### config.mk
export PLATFORM = sky130hd
export DESIGN_NAME = bldc_six_step_throttle_commutator_top
export DESIGN_NICKNAME = d
export VERILOG_FILES = /design/src/design/bldc_pkg.sv /design/src/design/bldc_six_step_throttle_commutator_top.sv
export SDC_FILE = /design/constraint.sdc
export NUM_CORES = 2
export LEC_CHECK = 0
export ABC_AREA = 1
export BUFFER_PORTS_ARGS = -buffer_cell sky130_fd_sc_hd__buf_2
export CAP_MARGIN = 20
export CORE_MARGIN = 3
export CORE_UTILIZATION = 45
export DETAILED_ROUTE_END_ITERATION = 8
export MAX_ROUTING_LAYER = met4
export PLACE_DENSITY = 0.59
export SYNTH_ARGS = -nofsm -noshare
export SYNTH_HDL_FRONTEND = slang
export SYNTH_SLANG_ARGS = --single-unit
### constraint.sdc
create_clock -name aclk -period 24.8 [get_ports aclk]
set_input_delay 1.24 -clock aclk [delete_from_list [all_inputs] [get_ports aclk]]
set_output_delay 1.24 -clock aclk [all_outputs]
set_load 0.02 [all_outputs]
### src/design/bldc_pkg.sv
// shared constants and types for the six-step throttle commutator
package bldc_pkg;

    // moving average window, a power of two, and raw sample width
    localparam int WINDOW       = 256;
    localparam int SAMPLE_BITS  = 12;
    localparam int IDX_BITS     = $clog2(WINDOW);
    localparam int SUM_BITS     = SAMPLE_BITS + IDX_BITS;

    // duty and compare width, multiplier product width
    localparam int PWM_BITS     = 16;
    localparam int PROD_BITS    = SAMPLE_BITS + PWM_BITS;
    localparam int DCNT_BITS    = $clog2(PWM_BITS);

    // channel and configuration port widths
    localparam int S_DATA_BITS  = 16;
    localparam int M_DATA_BITS  = 72;
    localparam int CFG_ADDR_BITS = 3;
    localparam int CFG_DATA_BITS = 16;

    // configuration register reset values
    localparam logic [SAMPLE_BITS-1:0] THROTTLE_MAX_RST = SAMPLE_BITS'(3560);
    localparam logic [PWM_BITS-1:0]    PWM_MAX_RST      = PWM_BITS'(3599);
    localparam logic [PWM_BITS-1:0]    LOW_CMP_RST      = PWM_BITS'(3599);

    // configuration register indexes
    typedef enum logic [CFG_ADDR_BITS-1:0] {
        CFG_THROTTLE_MIN = 3'd0,
        CFG_THROTTLE_MAX = 3'd1,
        CFG_PWM_MIN      = 3'd2,
        CFG_PWM_MAX      = 3'd3,
        CFG_LOW_CMP      = 3'd4
    } cfg_idx_t;

    // hall codes of the six commutation steps (high phase, low phase)
    localparam logic [2:0] HALL_A_B = 3'b101;
    localparam logic [2:0] HALL_A_C = 3'b100;
    localparam logic [2:0] HALL_B_C = 3'b110;
    localparam logic [2:0] HALL_B_A = 3'b010;
    localparam logic [2:0] HALL_C_A = 3'b011;
    localparam logic [2:0] HALL_C_B = 3'b001;

    // phase enable masks
    localparam logic [2:0] PH_A = 3'b001;
    localparam logic [2:0] PH_B = 3'b010;
    localparam logic [2:0] PH_C = 3'b100;

    // sequencer states, one-hot
    typedef enum logic [5:0] {
        ST_IDLE  = 6'b000001,
        ST_SUM   = 6'b000010,
        ST_CLAMP = 6'b000100,
        ST_MUL   = 6'b001000,
        ST_DIV   = 6'b010000,
        ST_DONE  = 6'b100000
    } state_t;

endpackage

### src/design/bldc_six_step_throttle_commutator_top.sv
// six-step commutator with boxcar-filtered throttle and iterative duty divider
//
//  channel   ports              contents (low bit up)
//  input     s_tvalid/tready    s_tdata: throttle_sample[11:0], hall_code[14:12]
//  result    m_tvalid/tready    m_tdata: compare_a, compare_b, compare_c, high_enable,
//                               low_enable, dead_time_gap, hall_fault, filtered_throttle
//  config    cfg_we/addr/wdata  five registers
//
// an item passes from acceptance through one ring read, one sum update, one clamp, one
// multiply and 16 steps of the shared restoring subtractor that divides by the throttle
// span, then a step to form the result; no new item is taken until the result is formed.
// reset clears the sequencer, index, sum and hall state; the sample ring needs no
// clearing pass, a wrap flag makes unwritten entries read as zero.
// a result waiting in the output register stalls only the final cycle of the next item.
module bldc_six_step_throttle_commutator_top (
    input  logic                                 aclk,
    input  logic                                 aresetn,
    input  logic                                 s_tvalid,
    output logic                                 s_tready,
    // throttle_sample[11:0], hall_code[14:12], zero[15]
    input  logic [bldc_pkg::S_DATA_BITS-1:0]     s_tdata,
    output logic                                 m_tvalid,
    input  logic                                 m_tready,
    // compare_a[15:0], compare_b[31:16], compare_c[47:32], high_enable[50:48],
    // low_enable[53:51], dead_time_gap[54], hall_fault[55],
    // filtered_throttle[67:56], zero[71:68]
    output logic [bldc_pkg::M_DATA_BITS-1:0]     m_tdata,
    input  logic                                 cfg_we,
    input  logic [bldc_pkg::CFG_ADDR_BITS-1:0]   cfg_addr,
    input  logic [bldc_pkg::CFG_DATA_BITS-1:0]   cfg_wdata
);
    import bldc_pkg::*;

    // configuration registers
    logic [SAMPLE_BITS-1:0] tmin_reg, tmax_reg;
    logic [PWM_BITS-1:0]    pmin_reg, pmax_reg, lcmp_reg;

    // sequencer and item state
    state_t                 state_reg, state_next;
    logic [SAMPLE_BITS-1:0] sample_reg;
    logic [2:0]             hall_reg;
    logic [IDX_BITS-1:0]    idx_reg;
    logic                   wrapped_reg;
    logic [SUM_BITS-1:0]    sum_reg;
    logic [SAMPLE_BITS-1:0] avg_reg;
    logic [SAMPLE_BITS:0]   rem_reg;
    logic [PWM_BITS-1:0]    quo_reg;
    logic [DCNT_BITS-1:0]   cnt_reg;
    logic [2:0]             last_hall_reg;
    logic                   last_valid_reg;

    // sample ring
    logic [SAMPLE_BITS-1:0] ring [WINDOW];
    logic [SAMPLE_BITS-1:0] rd_data_reg;

    // output register
    logic                   m_valid_reg;
    logic [PWM_BITS-1:0]    cmp_a_reg, cmp_b_reg, cmp_c_reg;
    logic [2:0]             hi_en_reg, lo_en_reg;
    logic                   gap_reg, fault_reg;
    logic [SAMPLE_BITS-1:0] filt_reg;

    logic                   s_acc, load_out;
    logic [SAMPLE_BITS-1:0] span, delta, avg_raw, avg_clamped, old_sample;
    logic                   span_empty, rising;
    logic [PWM_BITS-1:0]    mag, duty;
    logic [PROD_BITS-1:0]   product;
    logic [SAMPLE_BITS:0]   shifted;
    logic [SAMPLE_BITS+1:0] diff;
    logic                   borrow;
    logic [2:0]             hi_sel, lo_sel;
    logic                   fault;

    assign s_tready = (state_reg == ST_IDLE);
    assign s_acc    = s_tvalid && s_tready;
    assign load_out = (state_reg == ST_DONE) && (!m_valid_reg || m_tready);

    // configuration writes
    always_ff @(posedge aclk) begin
        if (!aresetn) begin
            tmin_reg <= '0;
            tmax_reg <= THROTTLE_MAX_RST;
            pmin_reg <= '0;
            pmax_reg <= PWM_MAX_RST;
            lcmp_reg <= LOW_CMP_RST;
        end else if (cfg_we) begin
            case (cfg_addr)
                CFG_THROTTLE_MIN: tmin_reg <= cfg_wdata[SAMPLE_BITS-1:0];
                CFG_THROTTLE_MAX: tmax_reg <= cfg_wdata[SAMPLE_BITS-1:0];
                CFG_PWM_MIN:      pmin_reg <= cfg_wdata[PWM_BITS-1:0];
                CFG_PWM_MAX:      pmax_reg <= cfg_wdata[PWM_BITS-1:0];
                CFG_LOW_CMP:      lcmp_reg <= cfg_wdata[PWM_BITS-1:0];
                default: ;
            endcase
        end
    end

    // ring memory: written in the sum step, read at the write index
    always_ff @(posedge aclk) begin
        if (state_reg == ST_SUM) begin
            ring[idx_reg] <= sample_reg;
        end
        rd_data_reg <= ring[idx_reg];
    end

    // mapping terms shared by several steps
    assign span       = tmax_reg - tmin_reg;
    assign span_empty = (tmax_reg <= tmin_reg);
    assign rising     = (pmax_reg >= pmin_reg);
    assign mag        = rising ? (pmax_reg - pmin_reg) : (pmin_reg - pmax_reg);
    assign delta      = avg_reg - tmin_reg;
    assign product    = PROD_BITS'(delta) * PROD_BITS'(mag);
    assign old_sample = wrapped_reg ? rd_data_reg : '0;

    // clamp against max first, then min
    assign avg_raw = sum_reg[SUM_BITS-1:IDX_BITS];
    always_comb begin
        if (avg_raw > tmax_reg) begin
            avg_clamped = tmax_reg;
        end else if (avg_raw < tmin_reg) begin
            avg_clamped = tmin_reg;
        end else begin
            avg_clamped = avg_raw;
        end
    end

    // one restoring division step
    assign shifted = {rem_reg[SAMPLE_BITS-1:0], quo_reg[PWM_BITS-1]};
    assign diff    = {1'b0, shifted} - {2'b00, span};
    assign borrow  = diff[SAMPLE_BITS+1];

    // duty from the quotient
    always_comb begin
        if (span_empty) begin
            duty = pmin_reg;
        end else if (rising) begin
            duty = pmin_reg + quo_reg;
        end else begin
            duty = pmin_reg - quo_reg;
        end
    end

    // commutation step decode
    always_comb begin
        hi_sel = '0;
        lo_sel = '0;
        case (hall_reg)
            HALL_A_B: begin hi_sel = PH_A; lo_sel = PH_B; end
            HALL_A_C: begin hi_sel = PH_A; lo_sel = PH_C; end
            HALL_B_C: begin hi_sel = PH_B; lo_sel = PH_C; end
            HALL_B_A: begin hi_sel = PH_B; lo_sel = PH_A; end
            HALL_C_A: begin hi_sel = PH_C; lo_sel = PH_A; end
            HALL_C_B: begin hi_sel = PH_C; lo_sel = PH_B; end
            default:  begin hi_sel = '0;   lo_sel = '0;   end
        endcase
    end
    assign fault = (hi_sel == 3'b000);

    // sequencer next state
    always_comb begin
        state_next = state_reg;
        case (state_reg)
            ST_IDLE:  if (s_acc) state_next = ST_SUM;
            ST_SUM:   state_next = ST_CLAMP;
            ST_CLAMP: state_next = ST_MUL;
            ST_MUL:   state_next = ST_DIV;
            ST_DIV:   if (cnt_reg == '0) state_next = ST_DONE;
            ST_DONE:  if (load_out) state_next = ST_IDLE;
            default:  state_next = ST_IDLE;
        endcase
    end

    // control state
    always_ff @(posedge aclk) begin
        if (!aresetn) begin
            state_reg      <= ST_IDLE;
            idx_reg        <= '0;
            wrapped_reg    <= 1'b0;
            sum_reg        <= '0;
            last_hall_reg  <= '0;
            last_valid_reg <= 1'b0;
            m_valid_reg    <= 1'b0;
        end else begin
            state_reg <= state_next;
            if (state_reg == ST_SUM) begin
                sum_reg <= sum_reg - SUM_BITS'(old_sample) + SUM_BITS'(sample_reg);
                if (idx_reg == IDX_BITS'(WINDOW - 1)) begin
                    idx_reg     <= '0;
                    wrapped_reg <= 1'b1;
                end else begin
                    idx_reg <= idx_reg + 1'b1;
                end
            end
            if (load_out && !fault) begin
                last_hall_reg  <= hall_reg;
                last_valid_reg <= 1'b1;
            end
            if (load_out) begin
                m_valid_reg <= 1'b1;
            end else if (m_tready) begin
                m_valid_reg <= 1'b0;
            end
        end
    end

    // datapath registers
    always_ff @(posedge aclk) begin
        if (s_acc) begin
            sample_reg <= s_tdata[SAMPLE_BITS-1:0];
            hall_reg   <= s_tdata[SAMPLE_BITS+2:SAMPLE_BITS];
        end
        if (state_reg == ST_CLAMP) begin
            avg_reg <= avg_clamped;
        end
        if (state_reg == ST_MUL) begin
            rem_reg <= (SAMPLE_BITS+1)'(product[PROD_BITS-1:PWM_BITS]);
            quo_reg <= product[PWM_BITS-1:0];
            cnt_reg <= DCNT_BITS'(PWM_BITS - 1);
        end
        if (state_reg == ST_DIV) begin
            rem_reg <= borrow ? shifted : diff[SAMPLE_BITS:0];
            quo_reg <= {quo_reg[PWM_BITS-2:0], ~borrow};
            cnt_reg <= cnt_reg - 1'b1;
        end
        if (load_out) begin
            cmp_a_reg <= fault ? '0 : (hi_sel[0] ? duty : (lo_sel[0] ? lcmp_reg : '0));
            cmp_b_reg <= fault ? '0 : (hi_sel[1] ? duty : (lo_sel[1] ? lcmp_reg : '0));
            cmp_c_reg <= fault ? '0 : (hi_sel[2] ? duty : (lo_sel[2] ? lcmp_reg : '0));
            hi_en_reg <= hi_sel;
            lo_en_reg <= lo_sel;
            gap_reg   <= fault || !last_valid_reg || (hall_reg != last_hall_reg);
            fault_reg <= fault;
            filt_reg  <= avg_reg;
        end
    end

    // result channel
    assign m_tvalid = m_valid_reg;
    assign m_tdata  = {4'b0000, filt_reg, fault_reg, gap_reg, lo_en_reg, hi_en_reg,
                       cmp_c_reg, cmp_b_reg, cmp_a_reg};

`ifndef SYNTH
    // an accepted item blocks the input until its work is done
    a_busy_after_accept: assert property (@(posedge aclk) disable iff (!aresetn)
        s_tvalid && s_tready |=> !s_tready)
        else $error("input accepted twice in a row");

    // divider remainder stays below the span
    a_rem_bound: assert property (@(posedge aclk) disable iff (!aresetn)
        (state_reg == ST_DIV) && !span_empty |-> rem_reg < {1'b0, span})
        else $error("divider remainder out of range");

    // enables are each at most one phase and never the same phase
    a_enables: assert property (@(posedge aclk) disable iff (!aresetn)
        m_tvalid |-> $onehot0(hi_en_reg) && $onehot0(lo_en_reg)
                     && ((hi_en_reg & lo_en_reg) == 3'b000))
        else $error("bad phase enables");

    // a hall fault shuts everything off and flags a gap
    a_fault_off: assert property (@(posedge aclk) disable iff (!aresetn)
        m_tvalid && fault_reg |-> gap_reg && (hi_en_reg == 3'b000)
                                  && (lo_en_reg == 3'b000))
        else $error("fault result not disabled");
`endif

endmodule
## Word-level counts from Yosys, hierarchy flattened

Memory sizes are Yosys's and may differ from the RTL's. A register that Yosys moved wholly into a read port is not among the register bits.
Cells that the tools add are included.

| cells by class | value |
|---|---|
| equality and inequality tests | 21 |
| muxes and demuxes | 30 |
| bitwise gates (word level) | 1 |
| multiply operators | 1 |
| reduce and logical (&&, ||, !) cells | 27 |
| add/sub/neg operators | 11 |
| order comparisons | 4 |

Operators by type and width:

| cell | number |
|---|---|
| $mux W16 | 11 |
| $mux W12 | 6 |
| $sub A16 B16 Y16 | 3 |
| $pmux W6 S6 | 1 |
| $mul A12 B16 Y28 | 1 |
| $sub A12 B12 Y12 | 2 |
| $add A20 B12 Y20 | 1 |
| $sub A20 B12 Y20 | 1 |
| $mux W6 | 3 |
| $pmux W3 S3 | 2 |
| $add A16 B16 Y16 | 1 |
| $ge A16 B16 Y1 | 1 |
| $sub A13 B12 Y14 | 1 |
| $eq A3 B2 Y1 const B | 4 |
| $eq A3 B3 Y1 const B | 4 |
| $gt A12 B12 Y1 | 1 |
| $le A12 B12 Y1 | 1 |
| $lt A12 B12 Y1 | 1 |
| $reduce_and A2 Y1 | 6 |
| $reduce_or A2 Y1 | 6 |
| $add A8 B1 Y8 const B | 1 |
| $eq A8 B8 Y1 const B | 1 |
| $mux W4 | 2 |
| $mux W8 | 1 |
| 20 further kinds | 33 |

| word-level totals | value |
|---|---|
| output and inout port bits | 74 |
| bits in registers | 239 |
| logic and storage cells | 122 |
| bits of input ports | 40 |
| memories kept | 1 |
| RAM bits | 3072 |

Memory list:

| name | words | bits a word | rd ports | clocked after Yosys merged registers in | write ports | line | RTL |
|---|---|---|---|---|---|---|---|
| ring | 256 | 12 | 1 | 1 | 1 | bldc_six_step_throttle_commutator_top.sv:53 | `logic [SAMPLE_BITS-1:0] ring [WINDOW];` |

## Longest topological paths before layout

| logic depth | value |
|---|---|
| depth after elaboration | 6 |
| mapped depth | 37 |
| mapped depth without buffers | 36 |

## Least setup slack after synthesis

No wires, ideal clock.

| timing | value |
|---|---|
| path kind | input port to flip-flop |
| start | input m_tready |
| end | register last_hall_reg[0] |
| data required time | 24.730 ns |
| arrival | 8.853 ns |
| cell stages on the path | 6 |
| path buffers | 0 |
| library setup time | 0.070 ns |
| path slack | 15.877 ns |
| cell sequence | nor2_1 nor4_1 nand2_1 inv_1 o21ai_0 a21oi_1 |

| between the ends | value |
|---|---|
| longest elaborated chain between the ends | 3 |

Ends and longest elaborated chain:

| item | line | RTL |
|---|---|---|
| from (decl) | bldc_six_step_throttle_commutator_top.sv:23 | `input logic m_tready,` |
| $logic_or A1 B1 Y1 | bldc_six_step_throttle_commutator_top.sv:76 | `assign load_out = (state_reg == ST_DONE) && (!m_valid_reg \|\| m_tready);` |
| $logic_and A1 B1 Y1 | bldc_six_step_throttle_commutator_top.sv:76 |  |
| net load_out | bldc_six_step_throttle_commutator_top.sv:63 | `logic s_acc, load_out;` |
| $logic_and A1 B1 Y1 | bldc_six_step_throttle_commutator_top.sv:194 | `if (load_out && !fault) begin` |
| to (signal assigned) | bldc_six_step_throttle_commutator_top.sv:195 | `last_hall_reg <= hall_reg;` |
| to (decl) | bldc_six_step_throttle_commutator_top.sv:49 | `logic [2:0] last_hall_reg;` |

The timed path passes the listed nets, and every way through them passes these cells.
A chain may end at the register's enable or synchronous reset.

## Worst setup path in the final report

| timing | value |
|---|---|
| start | register pmin_reg[1] |
| end | register rem_reg[6], data pin |

| between the ends | value |
|---|---|
| longest elaborated chain between the ends | 5 |
| elaborated cells on any way between the ends | 7 |
| those cells by class | 2 x add/sub; 1 x mul; 1 x order compare; 3 x mux |

Ends and longest elaborated chain:

| item | line | RTL |
|---|---|---|
| from (decl) | bldc_six_step_throttle_commutator_top.sv:36 | `logic [PWM_BITS-1:0] pmin_reg, pmax_reg, lcmp_reg;` |
| from (signal assigned) | bldc_six_step_throttle_commutator_top.sv:90 | `CFG_PWM_MIN: pmin_reg <= cfg_wdata[PWM_BITS-1:0];` |
| $sub A16 B16 Y16 or $ge A16 B16 Y1 (tied branches) | bldc_six_step_throttle_commutator_top.sv:110, bldc_six_step_throttle_commutator_top.sv:109 |  |
| $mux W16 (*) | bldc_six_step_throttle_commutator_top.sv:110 | `assign mag = rising ? (pmax_reg - pmin_reg) : (pmin_reg - pmax_reg);` |
| $mul A12 B16 Y28 (*) | bldc_six_step_throttle_commutator_top.sv:112 | `assign product = PROD_BITS'(delta) * PROD_BITS'(mag);` |
| $mux W12 (*) | bldc_six_step_throttle_commutator_top.sv:215 | `if (state_reg == ST_MUL) begin` |
| $mux W12 (*) | bldc_six_step_throttle_commutator_top.sv:220 | `if (state_reg == ST_DIV) begin` |
| to (signal assigned) | bldc_six_step_throttle_commutator_top.sv:216 | `rem_reg <= (SAMPLE_BITS+1)'(product[PROD_BITS-1:PWM_BITS]);` |
| to (signal assigned) | bldc_six_step_throttle_commutator_top.sv:221 | `rem_reg <= borrow ? shifted : diff[SAMPLE_BITS:0];` |
| to (decl) | bldc_six_step_throttle_commutator_top.sv:46 | `logic [SAMPLE_BITS:0] rem_reg;` |

Every way passes the cells marked *; elsewhere a longest branch is shown, timed or not. The select of a mux whose other input is x is not followed.

==> impl_metrics.env <==
export IMPL_htreeDepth=5
export IMPL_synth_flop_cell="edfxtp_1"
export IMPL_syn_avg_cell_area_um2=11.6
export IMPL_cp_start_kind="flop"
export IMPL_crit_type="flop to flop"
export IMPL_status="completed"
export IMPL_pwr_share_comb_pct=35.6
export IMPL_timing_fmax_mhz=125
export IMPL_clkPwrFrac_pct=27.7
export IMPL_crit_required_ns=25.46
export IMPL_fp_row_count=206
export IMPL_die_area_um2=325000
export IMPL_max_cap_violations=0
export IMPL_cts_hold_buf=0
export IMPL_cts_sinks=3323
export IMPL_ir_drop_mv=0.321
export IMPL_place_hpwl_um=255000
export IMPL_grt_usage_pct=26.2
export IMPL_period_needed_ns=8.01
export IMPL_skew_ns=0.0541
export IMPL_path_clk_slew_ns=0.06
export IMPL_wl_per_cell_um=24.9
export IMPL_gr_total_overflow=0
export IMPL_cp_end_kind="flop"
export IMPL_cts_resized=0
export IMPL_cts_tree="done"
export IMPL_ys_seq_area_share_pct=68.8
export IMPL_finalHoldViolations=0
export IMPL_design_area_um2=161000
export IMPL_grt_pass1_wl_um=618000
export IMPL_dr_pass1_iters=9
export IMPL_routabilityCongestion=0.923
export IMPL_drt_iter0_drc=11316
export IMPL_p_sw_share_pct=36.6
export IMPL_routed_via_density=5.75
export IMPL_cts_buffers=352
export IMPL_ys_types=54
export IMPL_slew_headroom_pct=19.4
export IMPL_core_um2=316000
export IMPL_post_route_period_util_pct=32.3
export IMPL_setup_tns_ns=0
export IMPL_grt_max_degree=201
export IMPL_crit_path_max_fanout=26
export IMPL_vias=97586
export IMPL_path_common_cell="nand2_1"
export IMPL_portBuffers=108
export IMPL_power_density_nw_per_um2=115
export IMPL_ys_ff_latch=3323
export IMPL_ys_warn_count=0
export IMPL_syn_area_um2=143000
export IMPL_synth_edf_count=3199
export IMPL_p_sw_uw=6770
export IMPL_worstMarginPinSlew_ns=1.20
export IMPL_io_pins=114
export IMPL_die_w_um=570
export IMPL_final_antenna_net_count=0
export IMPL_power_leakage_uw=0.0570
export IMPL_start_util_pct=45.3
export IMPL_wl_um=423000
export IMPL_layout_common_cells="edfxtp_1 (3199), nor2_1 (2363), o21ai_0 (1782), nand2_1 (1614), o22ai_1 (594)"
export IMPL_maxSlewViolCount=0
export IMPL_clockBufferDepth=4
export IMPL_clk_latency_ns=0.94
export IMPL_final_common_cell="edfxtp_1"
export IMPL_grt_pass1_vias=93117
export IMPL_postCtsSetupBuffers=0
export IMPL_fp_dieH_um=570
export IMPL_largest_reg_flops=3072
export IMPL_crit_slowest_cell="fa_1"
export IMPL_final_layout_size_suffix_gt1_share_pct=8.56
export IMPL_hold_ws_ns=0.455
export IMPL_hold_class="flop to flop"
export IMPL_nNetsFinal=12901
export IMPL_p_int_uw=11700
export IMPL_synthArstFlopShare_pct=0
export IMPL_drc_errors=0
export IMPL_dpl_cell_area_um2=149000
export IMPL_critPathMaxStageDelay_ns=0.51
export IMPL_cts_root_buf="clkbuf_16"
export IMPL_pwr_share_seq_pct=36.6
export IMPL_rsz0062_at_grt="no"
export IMPL_syn_inst=12338
export IMPL_worst_ep_arrival_time_ns=8.67
export IMPL_setup_viol=0
export IMPL_antenna_found_initial=16
export IMPL_syn_to_final_growth_pct=12.2
-- worst max-delay path: cells and delay by family (launching register included) --
family | cells | cell delay (ns)
simple gates | 14 | 1.87
xor+xnor | 1 | 0.37
buf+inv | 6 | 0.98
compound gates | 3 | 0.76
flops | 1 | 0.50
fa+ha+maj | 7 | 3.21
-- synthesized netlist by cell type, types with 158 or more instances --
| cell | count | area (um2) |
|---|---|---|
| a21oi_1 | 277 | 1390 |
| buf_2 | 168 | 841 |
| clkbuf_1 | 397 | 1490 |
| edfxtp_1 | 3199 | 96100 |
| fa_1 | 158 | 3160 |
| ha_1 | 196 | 2450 |
| inv_1 | 533 | 2000 |
| nand2_1 | 1629 | 6110 |
| nor2_1 | 2369 | 8890 |
| o21ai_0 | 1784 | 8930 |
| o21ai_1 | 192 | 961 |
| o22ai_1 | 594 | 3720 |
-- power groups by stage --
stage / Sequential, uW / Combinational, uW / Clock, uW
after detailed placement: 6890 / 6570 / 0
after CTS: 6780 / 6600 / 5200
after global placement: 6890 / 6520 / 0
final: 6780 / 6590 / 5130
after floorplan: 7130 / 4230 / 0
after global routing: 6780 / 7380 / 5430
-- routing by layer --
metal | routed length [um] | vias to the layer above | GRT usage (%)
met1 | 173000 | 48581 | 35.5
met3 | 39100 | 712 | 4.63
met2 | 194000 | 4238 | 39.8
li1 | - | 44055 | -
met5 | 0 | - | -
met4 | 16200 | 0 | 9.47
-- logic make-up after synthesis --
kind of cell    Yosys count  synth area share, %
simple gates           4324                 11.8
flops                  3323                 68.8
compound gates         2959                 11.1
buf+inv                1279                 3.87
fa+ha+maj               354                 3.92
xor+xnor                 98                0.609
other cells               1              0.00262
-- per-stage QoR --
step	utilization [%]	total power [uW]	setup slack, ns	std cells
6_report	50.9	18500	16.79	16962
5_1_grt	50.9	19600	16.23	16959
4_1_cts	50.8	18600	16.74	16934
3_5_place_dp	47.3	13500	16.81	16293
3_3_place_gp	46.8	13400	16.82	16156
2_1_floorplan	-	11400	15.88	12341
-- area by class of cell --
cell class / instances / area, um2
sequential: 3323 / 98600
tap: 4160 / 5200
timing repair buffer: 515 / 4230
clock inverter: 200 / 2000
fill: 27151 / 155000
multi-input combinational: 7739 / 39400
clock buffer: 441 / 9270
antenna: 8 / 20.0
inverter: 576 / 2190
-- final timing paths --
| check | slack (ns) | from | depth (start not counted) | endpoint |
|---|---|---|---|---|
| min | 0.46 | last_valid_reg | 2 | last_valid_reg |
| max | 16.79 | pmin_reg[1] | 31 | rem_reg[6] |
| min reg2reg | 0.46 | last_valid_reg | 2 | last_valid_reg |
| max reg2reg | 16.79 | pmin_reg[1] | 31 | rem_reg[6] |
(Power assumes the default switching activity.)
